### src/sv/frmdec_pkg.sv
`default_nettype none
// ----------------------------------------------------------------------------
// frmdec_pkg
// Shared types, codes and the CRC-32 byte step for the frame decoder.
// ----------------------------------------------------------------------------
package frmdec_pkg;

  localparam int unsigned HEADER_BYTES = 16;
  localparam int unsigned CRC_BYTES    = 12;
  localparam logic [31:0] CRC_POLY     = 32'hEDB8_8320;
  localparam logic [31:0] ALL_ONES32   = 32'hFFFF_FFFF;
  localparam logic [32:0] COUNT_MAX    = 33'h1_FFFF_FFFF;

  localparam logic KIND_PAYLOAD = 1'b0;
  localparam logic KIND_STATUS  = 1'b1;

  typedef enum logic [2:0] {
    ST_OK        = 3'd0,
    ST_TRUNCATED = 3'd1,
    ST_MAGIC     = 3'd2,
    ST_VERSION   = 3'd3,
    ST_TYPE      = 3'd4,
    ST_OVERSIZED = 3'd5,
    ST_CRC       = 3'd6,
    ST_TRAILING  = 3'd7
  } status_t;

  typedef enum logic [1:0] {
    REG_MAGIC        = 2'd0,
    REG_VERSION      = 2'd1,
    REG_HIGHEST_TYPE = 2'd2,
    REG_MAX_PAYLOAD  = 2'd3
  } reg_idx_t;

  typedef struct packed {
    logic [7:0] data_byte;
    logic       has_byte;
    logic       buffer_end;
  } in_item_t;

  typedef struct packed {
    logic        item_kind;
    logic [7:0]  payload_byte;
    logic [2:0]  status;
    logic [15:0] frame_type;
    logic [31:0] payload_length;
    logic [32:0] consumed;
    logic        final_item;
  } out_item_t;

  typedef struct packed {
    logic [31:0] frame_magic;
    logic [15:0] frame_version;
    logic [15:0] highest_type;
    logic [31:0] max_payload;
  } cfg_t;

  // results produced by one request, in delivery order
  typedef struct packed {
    logic [1:0] count;
    out_item_t  first;
    out_item_t  second;
  } push_t;

  // reflected CRC-32, one byte
  function automatic logic [31:0] crc_byte(input logic [31:0] crc_in, input logic [7:0] b);
    logic [31:0] c;
    c = crc_in ^ {24'd0, b};
    for (int k = 0; k < 8; k++) begin
      c = c[0] ? (CRC_POLY ^ (c >> 1)) : (c >> 1);
    end
    return c;
  endfunction

endpackage
`default_nettype wire

### src/sv/frame_decoder_crc32_check.sv
`default_nettype none
// ----------------------------------------------------------------------------
// frame_decoder_crc32_check
// Length-prefixed frame decoder with header checks and CRC-32 verification.
// Throughput: one request per cycle while in_ready is high; the end request of a
//   frame can add a second result, and the QUEUE_DEPTH result queue absorbs it
//   (out drains 1/cycle while out_ready is high); results are registered in
//   the queue. in_ready is high while the queue has room for two results.
// Reset: synchronous, clears counters, CRC and queue; no clearing pass.
// ----------------------------------------------------------------------------
module frame_decoder_crc32_check #(
  parameter int unsigned QUEUE_DEPTH = 4
) (
  input  wire logic                    clk,
  input  wire logic                    rst_n,
  input  wire logic                    in_valid,
  output logic                         in_ready,
  input  wire frmdec_pkg::in_item_t    in_data,
  output logic                         out_valid,
  input  wire logic                    out_ready,
  output frmdec_pkg::out_item_t        out_data,
  input  wire logic                    psel,
  input  wire logic                    penable,
  input  wire logic                    pwrite,
  input  wire logic [3:0]              paddr,
  input  wire logic [31:0]             pwdata,
  output logic [31:0]                  prdata,
  output logic                         pready
);
  import frmdec_pkg::*;

  cfg_t  cfg;
  push_t push;
  logic  in_fire;

  assign in_fire = in_valid && in_ready;

  frmdec_cfg u_cfg (
    .clk     (clk),
    .rst_n   (rst_n),
    .psel    (psel),
    .penable (penable),
    .pwrite  (pwrite),
    .paddr   (paddr),
    .pwdata  (pwdata),
    .prdata  (prdata),
    .pready  (pready),
    .cfg     (cfg)
  );

  frmdec_core u_core (
    .clk     (clk),
    .rst_n   (rst_n),
    .cfg     (cfg),
    .in_fire (in_fire),
    .in_item (in_data),
    .push    (push)
  );

  frmdec_outq #(
    .DEPTH (QUEUE_DEPTH)
  ) u_outq (
    .clk       (clk),
    .rst_n     (rst_n),
    .push      (push),
    .space_ok  (in_ready),
    .out_valid (out_valid),
    .out_ready (out_ready),
    .out_data  (out_data)
  );

endmodule
`default_nettype wire

### src/sv/frmdec_cfg.sv
`default_nettype none
// ----------------------------------------------------------------------------
// frmdec_cfg
// APB register file: magic, version, highest type and payload limit.
// ----------------------------------------------------------------------------
module frmdec_cfg (
  input  wire logic               clk,
  input  wire logic               rst_n,
  input  wire logic               psel,
  input  wire logic               penable,
  input  wire logic               pwrite,
  input  wire logic [3:0]         paddr,
  input  wire logic [31:0]        pwdata,
  output logic [31:0]             prdata,
  output logic                    pready,
  output frmdec_pkg::cfg_t        cfg
);
  import frmdec_pkg::*;

  cfg_t     cfg_r;
  reg_idx_t idx;
  logic     wr_en;

  assign idx    = reg_idx_t'(paddr[3:2]);
  assign wr_en  = psel && penable && pwrite;
  assign pready = 1'b1;
  assign cfg    = cfg_r;

  always_ff @(posedge clk) begin
    if (!rst_n) begin
      cfg_r.frame_magic   <= 32'd0;
      cfg_r.frame_version <= 16'd1;
      cfg_r.highest_type  <= 16'd23;
      cfg_r.max_payload   <= 32'd1048576;
    end else if (wr_en) begin
      unique case (idx)
        REG_MAGIC:        cfg_r.frame_magic   <= pwdata;
        REG_VERSION:      cfg_r.frame_version <= pwdata[15:0];
        REG_HIGHEST_TYPE: cfg_r.highest_type  <= pwdata[15:0];
        REG_MAX_PAYLOAD:  cfg_r.max_payload   <= pwdata;
      endcase
    end
  end

  always_comb begin
    unique case (idx)
      REG_MAGIC:        prdata = cfg_r.frame_magic;
      REG_VERSION:      prdata = {16'd0, cfg_r.frame_version};
      REG_HIGHEST_TYPE: prdata = {16'd0, cfg_r.highest_type};
      REG_MAX_PAYLOAD:  prdata = cfg_r.max_payload;
    endcase
  end

endmodule
`default_nettype wire

### src/sv/frmdec_core.sv
`default_nettype none
// ----------------------------------------------------------------------------
// frmdec_core
// Header capture and check, running CRC, payload pass-through, end status.
// ----------------------------------------------------------------------------
module frmdec_core (
  input  wire logic               clk,
  input  wire logic               rst_n,
  input  wire frmdec_pkg::cfg_t   cfg,
  input  wire logic               in_fire,
  input  wire frmdec_pkg::in_item_t in_item,
  output frmdec_pkg::push_t       push
);
  import frmdec_pkg::*;

  logic [32:0] byte_count_r, byte_count_nxt;
  logic [31:0] crc_r, crc_nxt;
  status_t     hdr_err_r, hdr_err_nxt;
  logic [7:0]  hdr_r [HEADER_BYTES];

  logic        has, fin;
  logic        in_hdr, hdr_last, take_payload, crc_feed;
  logic [31:0] magic, len, chk, crc_now;
  logic [15:0] version, ftype;
  logic [32:0] total, cnt_now;
  status_t     hdr_check, err_now, st;
  out_item_t   pay_item, stat_item;

  assign has      = in_item.has_byte;
  assign fin      = in_item.buffer_end;
  assign in_hdr   = byte_count_r < 33'(HEADER_BYTES);
  assign hdr_last = byte_count_r == 33'(HEADER_BYTES - 1);

  assign magic   = {hdr_r[0], hdr_r[1], hdr_r[2], hdr_r[3]};
  assign version = {hdr_r[4], hdr_r[5]};
  assign ftype   = {hdr_r[6], hdr_r[7]};
  assign len     = {hdr_r[8], hdr_r[9], hdr_r[10], hdr_r[11]};
  // last checksum byte may arrive with the end marker
  assign chk     = {hdr_r[12], hdr_r[13], hdr_r[14],
                    (has && hdr_last) ? in_item.data_byte : hdr_r[15]};
  assign total   = 33'(HEADER_BYTES) + {1'b0, len};

  always_comb begin
    priority if (magic != cfg.frame_magic)                  hdr_check = ST_MAGIC;
    else if (version != cfg.frame_version)                  hdr_check = ST_VERSION;
    else if (ftype == 16'd0 || ftype > cfg.highest_type)    hdr_check = ST_TYPE;
    else if (len > cfg.max_payload)                         hdr_check = ST_OVERSIZED;
    else                                                    hdr_check = ST_OK;
  end

  assign take_payload = has && !in_hdr && (hdr_err_r == ST_OK) && (byte_count_r < total);
  assign crc_feed     = (has && byte_count_r < 33'(CRC_BYTES)) || take_payload;
  assign crc_now      = crc_feed ? crc_byte(crc_r, in_item.data_byte) : crc_r;
  assign cnt_now      = (has && byte_count_r != COUNT_MAX) ? byte_count_r + 33'd1
                                                           : byte_count_r;
  assign err_now      = (has && hdr_last) ? hdr_check : hdr_err_r;

  always_comb begin
    stat_item              = '0;
    stat_item.item_kind    = KIND_STATUS;
    stat_item.final_item   = 1'b1;
    if (cnt_now < 33'(HEADER_BYTES)) begin
      st = ST_TRUNCATED;
    end else begin
      stat_item.payload_length = len;
      priority if (err_now != ST_OK)          st = err_now;
      else if (cnt_now < total)               st = ST_TRUNCATED;
      else if ((crc_now ^ ALL_ONES32) != chk) st = ST_CRC;
      else begin
        st = (cnt_now != total) ? ST_TRAILING : ST_OK;
        stat_item.frame_type = ftype;
        stat_item.consumed   = total;
      end
    end
    stat_item.status = st;
  end

  always_comb begin
    pay_item              = '0;
    pay_item.item_kind    = KIND_PAYLOAD;
    pay_item.payload_byte = in_item.data_byte;
  end

  always_comb begin
    push.count  = in_fire ? ({1'b0, take_payload} + {1'b0, fin}) : 2'd0;
    push.first  = take_payload ? pay_item : stat_item;
    push.second = stat_item;
  end

  always_comb begin
    byte_count_nxt = cnt_now;
    crc_nxt        = crc_now;
    hdr_err_nxt    = err_now;
    if (fin) begin
      byte_count_nxt = '0;
      crc_nxt        = ALL_ONES32;
      hdr_err_nxt    = ST_OK;
    end
  end

  always_ff @(posedge clk) begin
    if (!rst_n) begin
      byte_count_r <= '0;
      crc_r        <= ALL_ONES32;
      hdr_err_r    <= ST_OK;
    end else if (in_fire) begin
      byte_count_r <= byte_count_nxt;
      crc_r        <= crc_nxt;
      hdr_err_r    <= hdr_err_nxt;
    end
  end

  always_ff @(posedge clk) begin
    if (in_fire && has && in_hdr) begin
      hdr_r[byte_count_r[3:0]] <= in_item.data_byte;
    end
  end

endmodule
`default_nettype wire

### src/sv/frmdec_outq.sv
`default_nettype none
// ----------------------------------------------------------------------------
// frmdec_outq
// Result queue: takes up to two results per cycle, delivers one per cycle on out_ready.
// ----------------------------------------------------------------------------
module frmdec_outq #(
  parameter int unsigned DEPTH = 4
) (
  input  wire logic                 clk,
  input  wire logic                 rst_n,
  input  wire frmdec_pkg::push_t    push,
  output logic                      space_ok,
  output logic                      out_valid,
  input  wire logic                 out_ready,
  output frmdec_pkg::out_item_t     out_data
);
  import frmdec_pkg::*;

  localparam int unsigned PW = $clog2(DEPTH);
  localparam int unsigned CW = PW + 1;

  out_item_t       mem_r [DEPTH];
  logic [PW-1:0]   wr_ptr_r, wr_ptr_nxt, rd_ptr_r, rd_ptr_nxt;
  logic [CW-1:0]   count_r, count_nxt;
  logic            pop;

  assign out_valid = count_r != '0;
  assign out_data  = mem_r[rd_ptr_r];
  assign pop       = out_valid && out_ready;
  assign space_ok  = count_r <= CW'(DEPTH - 2);

  always_comb begin
    wr_ptr_nxt = wr_ptr_r + PW'(push.count);
    rd_ptr_nxt = pop ? rd_ptr_r + PW'(1) : rd_ptr_r;
    count_nxt  = count_r + CW'(push.count) - CW'(pop);
  end

  always_ff @(posedge clk) begin
    if (!rst_n) begin
      wr_ptr_r <= '0;
      rd_ptr_r <= '0;
      count_r  <= '0;
    end else begin
      wr_ptr_r <= wr_ptr_nxt;
      rd_ptr_r <= rd_ptr_nxt;
      count_r  <= count_nxt;
    end
  end

  always_ff @(posedge clk) begin
    if (push.count != 2'd0) begin
      mem_r[wr_ptr_r] <= push.first;
    end
    if (push.count == 2'd2) begin
      mem_r[wr_ptr_r + PW'(1)] <= push.second;
    end
  end

endmodule
`default_nettype wire

### config.mk
export PLATFORM = sky130hd
export DESIGN_NAME = frame_decoder_crc32_check
export DESIGN_NICKNAME = d
export VERILOG_FILES = /design/src/sv/frmdec_pkg.sv /design/src/sv/frame_decoder_crc32_check.sv /design/src/sv/frmdec_cfg.sv /design/src/sv/frmdec_core.sv /design/src/sv/frmdec_outq.sv
export SDC_FILE = /design/constraint.sdc
export NUM_CORES = 1
export LEC_CHECK = 0
export CORE_ASPECT_RATIO = 0.7
export CORE_UTILIZATION = 46
export CTS_BUF_LIST = sky130_fd_sc_hd__clkbuf_4 sky130_fd_sc_hd__clkbuf_8
export DETAILED_ROUTE_END_ITERATION = 16
export DONT_BUFFER_PORTS = 1
export PLACE_DENSITY = 0.61
export SLEW_MARGIN = 20
export SYNTH_ARGS = -nofsm -noshare
export SYNTH_HDL_FRONTEND = slang
export SYNTH_SLANG_ARGS = --single-unit
### constraint.sdc
create_clock -name clk -period 8.9 [get_ports clk]
set_input_delay 1.78 -clock clk [delete_from_list [all_inputs] [get_ports clk]]
set_output_delay 1.78 -clock clk [all_outputs]
set_load 0.005 [all_outputs]
# After elaboration in Yosys (flattened, before gate mapping)
# Memories as Yosys holds them, arrays and structs flattened. A register that Yosys moved wholly into a read port is not among the register bits.
# Index checks and enable logic that the tools add are counted.
# totals
reg_bits,171
ram_bits,504
memories,2
# op_classes
eq_ne,10
mux,42
add_sub_neg,8
n_bitwise,10
reduce_logical,25
magnitude_cmp,8
# mem_list
memory,words,width,read_ports,rd_ports_with_merged_regs,write_ports,line_no,text
u_outq.mem_r,4,94,1,1,2,frmdec_outq.sv:22,out_item_t mem_r [DEPTH];
u_core.hdr_r,16,8,16,0,1,frmdec_core.sv:19,logic [7:0] hdr_r [HEADER_BYTES];
# op_table
op,count
2-to-1 mux 32 bit,10
2-to-1 mux 33 bit,5
case mux 32 bit (4 select lines),1
inverter 13 -> 14 bit,8
2-to-1 mux 94 bit,1
2-to-1 mux 81 bit,1
less-than comparator 33 bit,2
less-than comparator 33 x 5 -> 1 bit (second input constant),2
!= test 32 bit,2
2-to-1 mux 16 bit,3
adder 33 x 1 -> 33 bit (second input constant),1
adder 5 x 32 -> 33 bit (first input constant),1
== test 33 x 4 -> 1 bit (second input constant),1
less-than comparator 33 x 4 -> 1 bit (second input constant),1
2-to-1 mux 3 bit,11
!= test 33 bit,1
!= test 33 bit (second input constant),1
greater-than comparator 32 bit,1
inverter 32 bit,1
XOR 32 x 8 -> 32 bit,1
greater-than comparator 16 bit,1
logical NOT 16 bit,1
!= test 16 bit,1
logical AND 1 bit,12
other kinds (18),33

# Longest topological paths before layout
# Gate-level depths: netlist (run 1).
# logic_depth
depth_word,25
mapped_depth,28
depth_no_buf,24

# By module
# Synthesis (run 1) repeated with hierarchy kept, for this count alone.
# unflattened
cells_unflattened,2973
hier_area_um2,37888.8
# modules_own_cells
module,area_per_inst_um2,cells_per_inst,n_inst,seq_area_each_um2
frmdec_outq,18795.5,959,1,11471.0
frmdec_core,14863.0,1614,1,5205.0
frmdec_cfg,4224.1,399,1,1921.8
frame_decoder_crc32_check,6.3,1,1,0.0

# Least setup slack after synthesis (run 1)
# Ideal clock, no wire load.
# synth_path
kind,register to register
startpoint,memory u_core.hdr_r[11][6]
endpoint,memory u_outq.mem_r[1][68] (netlist name) (data pin)
path_stages_with_launch,23
synth_period_minus_slack_ps,7086
arrival_ps,6926
setup_ps,160
n_path_buf,3
setup_slack_ps,1814
cell_sequence,edfxtp_1 and4_1 and3_1 nand3_1 nor2_1 nand3_1 xor2_1 ha_1 nand4_1 nor2_1 a2111o_1 a311o_1 a211o_1 inv_1 ha_1 clkbuf_1 mux2_2 nand3_1 inv_1 o21ai_1 clkbuf_1 clkbuf_1 nor3_1
# synth_lines
item,line_no
from (decl),frmdec_core.sv:19
to (decl),frmdec_outq.sv:22

==> reports/metrics.csv, run 1 <==
metric;value;unit
synth_fp_nets;3187;
seq_area_frac_synth;0.529;
worst_path_dominant_cell_family;simple AND/OR/NAND/NOR gates;
grtUsageTotal;0.272;
final.setup.tns;0;ns
worstPathCellList;and4_1 > and3_1 > nand3_1 > nor2_1 > nand3_1 > xor2_1 > ha_1 > nand4_1 > nor2_1 > a2111o_1 > a311o_1 > o21a_1 > buf_4 > nor2_1 > mux2_2 > o2bb2ai_1 > nor4b_2 > nand4_4 > buf_12 > nor3_1;
endpoint;u_outq.mem_r[0][70];
finish.net_count;3136;
relSlewSlack;0.186;
drt.antenna.violating_nets;0;
wl_per_cell;25.6;um
place_hpwl;68600;um
wirelength;103000;um
syn_area;34200;sq um
final-hold-violation-count;0;
number_of_hold_repair_buffers_added_at_the_cts_stage;0;
timing.max_cap.violations;0;
cts_resized;0;
routability_congestion_estimate_from_global_placement;0.945;
cts-buffers-inserted;103;
ff2ff_setup_slack;1.06;ns
number_of_flops_mapped_to_enable_cells_by_yosys;464;
synthXorXnorAreaFrac;0.0594;
drt-pass1-iter-count;7;
rr_worst_depth;20;
die-area;75500;sq um
drive_above_1_share;0.128;
first_iter_violations;2600;
worstSetupPathType;flop to flop;
total_switching_power;2.10;mW
synth_top_cell_by_area;sky130_fd_sc_hd__edfxtp_1;
synth_top_family_by_area;simple AND/OR/NAND/NOR gates;
hold_class;flop to flop;
finalPower;7.52;mW
synth-adder-area-share;0.0444;
regToRegEndpoint;u_outq.mem_r[0][70];
cpMaxStageDelayCell;sky130_fd_sc_hd__nor2_1;
critPathMaxStageDelay;0.84;ns
layout_setup_ws;1.06;ns
start_util;0.466;
timing.critical_path.buf_inv;2;
floorplan.core_area;73400;sq um
leading_cell_types_in_the_layout_fill_and_taps_excluded;sky130_fd_sc_hd__edfxtp_1 (464), sky130_fd_sc_hd__nand2_1 (369), sky130_fd_sc_hd__nor2_1 (219);
core.rowCount;83;
drc;0;
yosys-top-cells-area;sky130_fd_sc_hd__edfxtp_1 (41%), sky130_fd_sc_hd__dfxtp_1 (12%), sky130_fd_sc_hd__mux4_2 (7.2%);
power_frac_clock;0.372;
dp.cells;3835;
synthSimpleGateAreaFrac;0.167;
worst_margin_slew;1.22;ns
grt_overflow_total;0;
power_density;202;nW/um^2
chipWidth;328;um
timing.final.setup_violations;0;
synth_area_per_cell;11.4;sq um
ys_warn_count;0;
switching_share;0.280;
number_of_antenna_violations_at_the_first_check_in_global_routing;1;
timing.critical_path.depth;20;
worstSetupStartpointType;flop;
layout_worst_path_cycle_share;0.880;
post_cts_buffers;0;
route.vias.total;24600;
worst_setup_hold_path_clk_slew;0.07;ns
grt_pass1_wl;155000;um
grt_setup_unrepaired;no;
place.port_buffers;0;
maximum_number_of_pins_on_one_net_before_global_route_repair;197;
worst_ep_arrival_time;8.36;ns
number_of_global_route_vias_before_repair;23900;
yosys_register_bits;673;
ys.flop_type;sky130_fd_sc_hd__edfxtp_1;
yosys-mux-area-fraction;0.0766;
r2r-start;u_core.hdr_r[10][0];
placed_cell_area;35000;sq um
clk_latency;0.76;ns
critical_path.startpoint;u_core.hdr_r[10][0];
timing.critical_path.to_type;flop;
clock_tree.root_cell;sky130_fd_sc_hd__clkbuf_8;
clock_path_buffers;3;
leak;12.0;nW
synthesis.instances;3014;
max-vdd-ir-drop;0.000169;V
cts_num_sinks;673;
most_frequent_cell_on_the_critical_path;sky130_fd_sc_hd__nor2_1;
vias_per_cell;6.10;
post-synth-top-area-fraction;0.407;
boundaryPins;182;
final_period_minus_worst_setup_slack;7.84;ns
internal-power;5.42;mW
final_cell_count_no_fill;4031;
layout.cell_area.non_filler;37200;sq um
place_ws;1.54;ns
cts_tree;yes;
worst_ep_required_time;9.43;ns
die_h;230;um
worst-path-max-fanout;196;
synthToLayoutAreaGrowth;8.81;%
maxSlewViolCount;0;
yosysUniqueCellTypes;88;
outcome;finished, final reports clean;
max_freq;0.128;GHz
combPwrFrac;0.159;
p_seq_frac;0.468;
worst_clock_skew;0.0469;ns
cts_htree_levels;3;
synth-compound-area-share;0.0887;
final_common_cell;sky130_fd_sc_hd__edfxtp_1;
postSynth.asyncResetShare;0;
cells in the mapped netlist (7+ instances only):
master,n
sky130_fd_sc_hd__or2_2,7
sky130_fd_sc_hd__nor2b_1,65
sky130_fd_sc_hd__nand3_1,52
sky130_fd_sc_hd__xnor2_1,104
sky130_fd_sc_hd__nor3_1,212
sky130_fd_sc_hd__a31oi_1,8
sky130_fd_sc_hd__mux2i_1,12
sky130_fd_sc_hd__buf_1,21
sky130_fd_sc_hd__dfxtp_1,209
sky130_fd_sc_hd__clkbuf_1,127
sky130_fd_sc_hd__nor3_2,23
sky130_fd_sc_hd__and2_1,18
sky130_fd_sc_hd__a22o_1,33
sky130_fd_sc_hd__or4_1,15
sky130_fd_sc_hd__o21ai_0,73
sky130_fd_sc_hd__a22oi_1,26
sky130_fd_sc_hd__a2111oi_0,8
sky130_fd_sc_hd__o22ai_1,34
sky130_fd_sc_hd__xor2_1,98
sky130_fd_sc_hd__a21boi_0,99
sky130_fd_sc_hd__and3_1,31
sky130_fd_sc_hd__ha_1,119
sky130_fd_sc_hd__and4_1,9
sky130_fd_sc_hd__xnor2_2,7
sky130_fd_sc_hd__buf_2,27
sky130_fd_sc_hd__nor4_1,34
sky130_fd_sc_hd__o211ai_1,25
sky130_fd_sc_hd__a21oi_1,44
sky130_fd_sc_hd__a21o_1,28
sky130_fd_sc_hd__inv_1,90
sky130_fd_sc_hd__edfxtp_1,464
sky130_fd_sc_hd__or3_1,13
sky130_fd_sc_hd__nand4_1,45
sky130_fd_sc_hd__nor2_1,221
sky130_fd_sc_hd__buf_6,10
sky130_fd_sc_hd__nand2b_1,11
sky130_fd_sc_hd__mux4_2,109
sky130_fd_sc_hd__nand2_1,369
area by class of cell:
type / instances / area, sq um
multi-input combinational: 2060 / 15000
inverter: 90 / 348
sequential: 673 / 18100
timing repair buffer: 35 / 313
clock buffer: 134 / 1690
clock inverter: 61 / 527
fill: 6366 / 36200
antenna: 1 / 2.50
tap: 977 / 1220
worst min path at each step:
stage	startpoint	endpoint	slack (ns)	cells past startpoint
6_report	u_outq.mem_r[2][0]	u_outq.mem_r[2][0]	0.46	2
5_1_grt	u_cfg.cfg[29]	u_cfg.cfg[29]	0.49	2
3_5_place_dp	u_cfg.cfg[25]	u_cfg.cfg[25]	0.46	2
3_3_place_gp	u_outq.mem_r[2][0]	u_outq.mem_r[2][0]	0.45	2
2_1_floorplan	u_outq.mem_r[2][0]	u_outq.mem_r[2][0]	0.44	2
4_1_cts	u_outq.mem_r[2][0]	u_outq.mem_r[2][0]	0.46	2
state kept, by name (all words and copies together), names as in the netlist, named ones only:
register	flops
u_cfg.cfg	96
u_core.byte_count_r	33
u_core.crc_r	32
u_core.hdr_err_r	3
u_core.hdr_r	128
u_outq.count_r	3
u_outq.mem_r	372
u_outq.rd_ptr_r	2
u_outq.wr_ptr_r	2
power groups by stage:
| stage | Clock [mW] | Sequential (mW) | Combinational, mW |
|---|---|---|---|
| 2_1_floorplan | 0 | 3.54 | 0.902 |
| 3_5_place_dp | 0 | 3.59 | 1.20 |
| 3_3_place_gp | 0 | 3.58 | 1.19 |
| 4_1_cts | 2.84 | 3.53 | 1.20 |
| 5_1_grt | 2.98 | 3.54 | 1.29 |
| 6_report | 2.80 | 3.52 | 1.20 |
tightest hold or removal path, stage by stage (launching register included):
cell	delay [ns]
sky130_fd_sc_hd__dfxtp_1	0.31
sky130_fd_sc_hd__o21ai_0	0.06
sky130_fd_sc_hd__nand2_1	0.05
layer usage:
layer  vias up  GRT usage  wire, um
met5         -          0       155
met4         2     0.0613      1980
met3       153     0.0532      9120
met2      1101      0.408     45800
met1     12300      0.406     46100
li1      11000          -         -
cells by family (layout without fill, tap and decap cells):
logic type	Yosys count	after routing
fa+ha+maj	121	121
flops	673	673
buf+inv	281	320
mux	125	125
xor+xnor	216	216
simple gates	1160	1160
compound gates	437	437
other cells	1	2
per-stage QoR:
| step | utilization | hold slack, ns |
|---|---|---|
| 2_1_floorplan | - | 0.436 |
| 3_3_place_gp | 0.477 | 0.449 |
| 3_5_place_dp | 0.477 | 0.457 |
| 4_1_cts | 0.507 | 0.462 |
| 5_1_grt | 0.507 | 0.486 |
| 6_report | 0.507 | 0.462 |
Power figures use the tool's default switching activity.
==> run 2, diff against run 1 <==
--- a/config.mk
+++ b/config.mk
@@ -6,11 +6,11 @@
 export NUM_CORES = 1
 export LEC_CHECK = 0
 export CORE_ASPECT_RATIO = 0.7
-export CORE_UTILIZATION = 46
+export CORE_UTILIZATION = 45
 export CTS_BUF_LIST = sky130_fd_sc_hd__clkbuf_4 sky130_fd_sc_hd__clkbuf_8
 export DETAILED_ROUTE_END_ITERATION = 16
 export DONT_BUFFER_PORTS = 1
-export PLACE_DENSITY = 0.61
+export PLACE_DENSITY = 0.6
 export SLEW_MARGIN = 20
 export SYNTH_ARGS = -nofsm -noshare
 export SYNTH_HDL_FRONTEND = slang
==> run 2 against run 1 <==
Effect of this change: clock power is essentially flat; highest routed layer is now met4; via count shrank 0.89%; count of clock-buffer cells in the layout grew 14; total power shrank 0.53%; sequential power is essentially flat; non-clock buffer count grew 4.
==> reports/metrics.csv, run 2 (synthesized netlist as in run 1, its figures left out) <==
metric;value;unit;change
outcome;finished, final reports clean;;unchanged
clock_path_buffers;3;;unchanged
number_of_global_route_vias_before_repair;23500;;was 23.9k
p_seq_frac;0.472;;was 0.468
cts_num_sinks;673;;unchanged
layout_setup_ws;1.16;ns;was 1.06 ns
worst_setup_hold_path_clk_slew;0.06;ns;was 0.07 ns
maximum_number_of_pins_on_one_net_before_global_route_repair;197;;unchanged
floorplan.core_area;75100;sq um;was 73,400 sq um
final.setup.tns;0;ns;unchanged
power_frac_clock;0.370;;was 0.372
layout_worst_path_cycle_share;0.870;;was 0.880
final_common_cell;sky130_fd_sc_hd__edfxtp_1;;unchanged
die-area;77200;sq um;was 75,500 sq um
wirelength;104000;um;was 103,000 um
maxSlewViolCount;0;;unchanged
power_density;201;nW/um^2;was 202 nW/um^2
chipWidth;332;um;was 328 um
relSlewSlack;0.213;;was 0.186
start_util;0.455;;was 0.466
final-hold-violation-count;0;;unchanged
routability_congestion_estimate_from_global_placement;0.941;;was 0.945
worst_margin_slew;1.18;ns;was 1.22 ns
cts-buffers-inserted;103;;unchanged
worst_clock_skew;0.0548;ns;was 0.0469 ns
clock_tree.root_cell;sky130_fd_sc_hd__clkbuf_8;;unchanged
leading_cell_types_in_the_layout_fill_and_taps_excluded;sky130_fd_sc_hd__edfxtp_1 (464), sky130_fd_sc_hd__nand2_1 (369), sky130_fd_sc_hd__nor2_1 (218);;was sky130_fd_sc_hd__edfxtp_1 (464), sky130_fd_sc_hd__nand2_1 (369), sky130_fd_sc_hd__nor2_1 (219)
core.rowCount;84;;was 83
cts_htree_levels;3;;unchanged
boundaryPins;182;;unchanged
worst_ep_arrival_time;8.30;ns;was 8.36 ns
place.port_buffers;0;;unchanged
timing.final.setup_violations;0;;unchanged
timing.critical_path.to_type;flop;;unchanged
wl_per_cell;25.6;um;about the same
grt_pass1_wl;154000;um;was 155,000 um
hold_class;flop to flop;;unchanged
vias_per_cell;6.02;;was 6.10
worstSetupPathType;flop to flop;;unchanged
drc;0;;unchanged
total_switching_power;2.10;mW;about the same
register_name_with_the_most_flops;u_outq.mem_r;;unchanged
max-vdd-ir-drop;0.000187;V;was 0.000169 V
internal-power;5.38;mW;was 5.42 mW
number_of_hold_repair_buffers_added_at_the_cts_stage;0;;unchanged
cts_tree;yes;;unchanged
largest_reg_flops;372;;unchanged
drive_above_1_share;0.134;;was 0.128
grtUsageTotal;0.267;;was 0.272
place_ws;1.55;ns;was 1.54 ns
antennaDiodeCount;0;;was 1
drt-pass1-iter-count;6;;was 7
worst-path-max-fanout;196;;unchanged
clk_latency;0.78;ns;was 0.76 ns
final_period_minus_worst_setup_slack;7.74;ns;was 7.84 ns
grt_overflow_total;0;;unchanged
worstSetupStartpointType;flop;;unchanged
switching_share;0.281;;was 0.280
synthToLayoutAreaGrowth;8.93;%;was 8.81%
final_core_utilization;0.496;;was 0.507
place_hpwl;68600;um;about the same
combPwrFrac;0.159;;about the same
route.vias.total;24400;;was 24.6k
post_cts_buffers;0;;unchanged
first_iter_violations;2671;;was 2,600
timing.max_cap.violations;0;;unchanged
grt_setup_unrepaired;no;;unchanged
number_of_antenna_violations_at_the_first_check_in_global_routing;1;;unchanged
worst_ep_required_time;9.45;ns;was 9.43 ns
cts_resized;0;;unchanged
finish.net_count;3140;;was 3,136
drt.antenna.violating_nets;0;;unchanged
max_freq;0.129;GHz;was 0.128 GHz
die_h;233;um;was 230 um
leak;12.0;nW;about the same
-- run 2: cell count changes in the layout (fill, tap and decap cells not counted), sizes merged --
cell / delta
clkinv: -12
bufinv: -4
diode: -1
inv: +1
clkbuf: +14
buf: +4
-- run 2: cell type report --
class                      count  area, sq um
fill                        6603        37900
sequential                   673        18100
multi-input combinational   2060        15000
clock buffer                 148         1820
tap                          989         1240
clock inverter                46          370
timing repair buffer          39          368
inverter                      90          348
-- run 2: stage by stage --
step	cell area, sq um	cells	total power, mW	hold slack, ns
after floorplan	34200	3014	4.45	0.436
after global placement	35100	3851	4.76	0.449
after detailed placement	35100	3851	4.78	0.458
after CTS	37300	4045	7.53	0.467
after global routing	37300	4045	7.75	0.475
final	37300	4045	7.48	0.462
-- run 2: final timing paths --
path | start | to | slack, ns | cells after the start
min reg2reg | u_cfg.cfg[25] | u_cfg.cfg[25] | 0.46 | 2
min | u_cfg.cfg[25] | u_cfg.cfg[25] | 0.46 | 2
max | u_core.hdr_r[10][1] | u_outq.mem_r[3][19] | 1.16 | 19
max reg2reg | u_core.hdr_r[10][1] | u_outq.mem_r[3][19] | 1.16 | 19
-- run 2: worst max-delay path, cell delays in order (launching register included) --
cell and delay (ns):
sky130_fd_sc_hd__edfxtp_1 0.65, sky130_fd_sc_hd__and4_1 0.43, sky130_fd_sc_hd__and3_1 0.26, sky130_fd_sc_hd__nand3_1 0.12
sky130_fd_sc_hd__nor2_1 0.52, sky130_fd_sc_hd__nand2_1 0.13, sky130_fd_sc_hd__xor2_1 0.69, sky130_fd_sc_hd__ha_1 0.37
sky130_fd_sc_hd__and2_1 0.17, sky130_fd_sc_hd__nand2_1 0.11, sky130_fd_sc_hd__a21oi_1 0.05, sky130_fd_sc_hd__o21ai_0 0.62
sky130_fd_sc_hd__a31o_1 0.51, sky130_fd_sc_hd__nand2_2 0.41, sky130_fd_sc_hd__o211ai_1 0.54, sky130_fd_sc_hd__nand4_1 0.17
sky130_fd_sc_hd__nor4bb_1 0.67, sky130_fd_sc_hd__nand4_4 0.17, sky130_fd_sc_hd__buf_12 0.28, sky130_fd_sc_hd__nor3_1 0.36
-- run 2: power by group through the flow --
stage / clock network, mW / registers (mW) / logic [mW]
3_3_place_gp: 0 / 3.59 / 1.17
6_report: 2.77 / 3.53 / 1.19
3_5_place_dp: 0 / 3.60 / 1.19
2_1_floorplan: 0 / 3.54 / 0.902
5_1_grt: 2.94 / 3.54 / 1.27
4_1_cts: 2.81 / 3.53 / 1.19
-- run 2: layer usage --
layer / global-route usage / wire length (um) / up-vias
li1: - / - / 11000
met4: 0.0712 / 2290 / 0
met1: 0.398 / 47000 / 12100
met2: 0.395 / 45600 / 1092
met3: 0.0508 / 8860 / 146
met5: 0 / 0 / -
==> run 3, diff against run 2 <==
==> constraint.sdc (replaced) <==
create_clock -name clk -period 8.9 [get_ports clk]
set_input_delay 1.335 -clock clk [delete_from_list [all_inputs] [get_ports clk]]
set_output_delay 1.335 -clock clk [all_outputs]
set_load 0.005 [all_outputs]
==> run 3 against run 2 <==
Effect of this change: wire length fell by 1.1%; combinational power barely moved; non-clock buffer count fell by 7; total power rose by 1.5%; cell count fell by 0.27%; hold slack improved by 0.0068 ns; via count rose by 0.55%; final area rose by 0.12%; sequential share of layout area fell by 0.059 points; count of clock-buffer cells in the layout rose by 7; sequential cell count did not move; sequential power barely moved.
==> reports/metrics.csv, run 3 (synthesized netlist as in run 1, its figures left out) <==
metric;value;unit;change
worst_clock_skew;0.0622;ns;was 0.0548 ns
die_h;233;um;unchanged
finish.net_count;3135;;was 3,140
layout_setup_ws;1.40;ns;was 1.16 ns
first_iter_violations;2457;;was 2,671
highest_layer;met4;;unchanged
max-vdd-ir-drop;0.000183;V;was 0.000187 V
start_util;0.455;;unchanged
timing.max_cap.violations;0;;unchanged
vias_per_cell;6.07;;was 6.02
post_cts_buffers;0;;unchanged
cts_num_sinks;673;;unchanged
maximum_number_of_pins_on_one_net_before_global_route_repair;197;;unchanged
clock_tree.root_cell;sky130_fd_sc_hd__clkbuf_8;;unchanged
final_period_minus_worst_setup_slack;7.50;ns;was 7.74 ns
max_freq;0.133;GHz;was 0.129 GHz
boundaryPins;182;;unchanged
grt_pass1_wl;153000;um;was 154,000 um
layout_worst_path_cycle_share;0.843;;was 0.870
layout.cell_area.non_filler;37300;sq um;about the same
worstSetupStartpointType;flop;;unchanged
clock_path_buffers;3;;unchanged
grt_setup_unrepaired;no;;unchanged
drt.antenna.violating_nets;0;;unchanged
die-area;77200;sq um;unchanged
worst_setup_hold_path_clk_slew;0.06;ns;about the same
route.vias.total;24500;;was 24.4k
ff2ff_setup_slack;1.40;ns;was 1.16 ns
power_density;204;nW/um^2;was 201 nW/um^2
finalPower;7.60;mW;was 7.48 mW
worst-path-max-fanout;196;;unchanged
place.port_buffers;0;;unchanged
cts_htree_levels;3;;unchanged
core.rowCount;84;;unchanged
largest_reg_flops;372;;unchanged
leading_cell_types_in_the_layout_fill_and_taps_excluded;sky130_fd_sc_hd__edfxtp_1 (464), sky130_fd_sc_hd__nand2_1 (369), sky130_fd_sc_hd__nor2_1 (217);;was sky130_fd_sc_hd__edfxtp_1 (464), sky130_fd_sc_hd__nand2_1 (369), sky130_fd_sc_hd__nor2_1 (218)
chipWidth;332;um;unchanged
maxSlewViolCount;0;;unchanged
routability_congestion_estimate_from_global_placement;0.932;;was 0.941
finalHoldWorstSlack;0.469;ns;was 0.462 ns
detail_route.wirelength.met1;45900;um;was 47,000 um
final_common_cell;sky130_fd_sc_hd__edfxtp_1;;unchanged
worst_ep_arrival_time;8.04;ns;was 8.30 ns
worstSetupPathType;flop to flop;;unchanged
antennaDiodeCount;0;;unchanged
detailroute.wirelength.met3;8980;um;was 8860 um
worst_ep_required_time;9.43;ns;was 9.45 ns
cts_resized;0;;unchanged
clk_latency;0.76;ns;was 0.78 ns
synthToLayoutAreaGrowth;9.06;%;was 8.93%
cts_tree;yes;;unchanged
leak;12.0;nW;about the same
final.setup.tns;0;ns;unchanged
grtUsageTotal;0.264;;was 0.267
drive_above_1_share;0.133;;was 0.134
worst_margin_slew;1.16;ns;was 1.18 ns
number_of_global_route_vias_before_repair;23700;;was 23.5k
number_of_antenna_violations_at_the_first_check_in_global_routing;1;;unchanged
final-hold-violation-count;0;;unchanged
place_ws;1.70;ns;was 1.55 ns
drt-pass1-iter-count;5;;was 6
drc;0;;unchanged
timing.critical_path.to_type;flop;;unchanged
wirelength;103000;um;was 104,000 um
floorplan.core_area;75100;sq um;unchanged
outcome;finished, final reports clean;;unchanged
met2_wire_len;45400;um;was 45,600 um
timing.final.setup_violations;0;;unchanged
register_name_with_the_most_flops;u_outq.mem_r;;unchanged
number_of_hold_repair_buffers_added_at_the_cts_stage;0;;unchanged
relSlewSlack;0.226;;was 0.213
cts-buffers-inserted;105;;was 103
place_hpwl;68200;um;was 68,600 um
wl_per_cell;25.4;um;was 25.6 um
placed_cell_area;35000;sq um;was 35,100 sq um
grt_overflow_total;0;;unchanged
hold_class;flop to flop;;unchanged
run 3: path summary, 6_finish.rpt:
kind / cells past startpoint / endpoint / startpoint
worst max-delay path: 19 / u_outq.mem_r[1][23] / u_core.hdr_r[11][7]
worst min-delay path: 2 / u_cfg.cfg[25] / u_cfg.cfg[25]
worst max register to register: 19 / u_outq.mem_r[1][23] / u_core.hdr_r[11][7]
worst min register to register: 2 / u_cfg.cfg[25] / u_cfg.cfg[25]
run 3: power breakdown:
group          internal (mW)  switching, mW  leakage (nW)
registers               3.44         0.0790          5.75
clock network           1.60           1.29          1.22
logic                  0.484          0.708          5.03
run 3: area by class of cell:
class / count / area (sq um)
Inverter: 90 / 348
Clock inverter: 35 / 423
Sequential cell: 673 / 18100
Timing Repair Buffer: 32 / 303
Fill cell: 6619 / 37800
Clock buffer: 155 / 1880
Multi-Input combinational cell: 2060 / 15000
Tap cell: 989 / 1240
run 3: worst max-delay path, stage by stage (launching register included):
cell                       delay (ns)
sky130_fd_sc_hd__edfxtp_1        0.57
sky130_fd_sc_hd__and4_1          0.38
sky130_fd_sc_hd__and3_1          0.26
sky130_fd_sc_hd__nand3_1         0.13
sky130_fd_sc_hd__nor2_1          0.57
sky130_fd_sc_hd__nand3_1         0.17
sky130_fd_sc_hd__xor2_1          0.64
sky130_fd_sc_hd__ha_1            0.38
sky130_fd_sc_hd__nand4_1         0.13
sky130_fd_sc_hd__nor2_1          0.06
sky130_fd_sc_hd__a2111o_1        0.38
sky130_fd_sc_hd__a311o_1         0.33
sky130_fd_sc_hd__o21ai_2         0.42
sky130_fd_sc_hd__nand2_2         0.44
sky130_fd_sc_hd__o211ai_1        0.55
sky130_fd_sc_hd__nand4_1         0.18
sky130_fd_sc_hd__nor4bb_1        0.62
sky130_fd_sc_hd__nand4_4         0.17
sky130_fd_sc_hd__buf_12          0.29
sky130_fd_sc_hd__nor3_1          0.35
run 3: metrics by stage:
| stage | instances | util |
|---|---|---|
| after detailed placement | 3844 | 0.466 |
| after floorplan | 3014 | - |
| after global routing | 4034 | 0.497 |
| final | 4034 | 0.497 |
| after global placement | 3844 | 0.466 |
| after CTS | 4034 | 0.496 |
run 3: metal layers:
layer | GRT usage | vias up
li1 | - | 11000
met1 | 0.381 | 12300
met2 | 0.400 | 1034
met3 | 0.0595 | 148
met4 | 0.0693 | 0
met5 | 0 | -
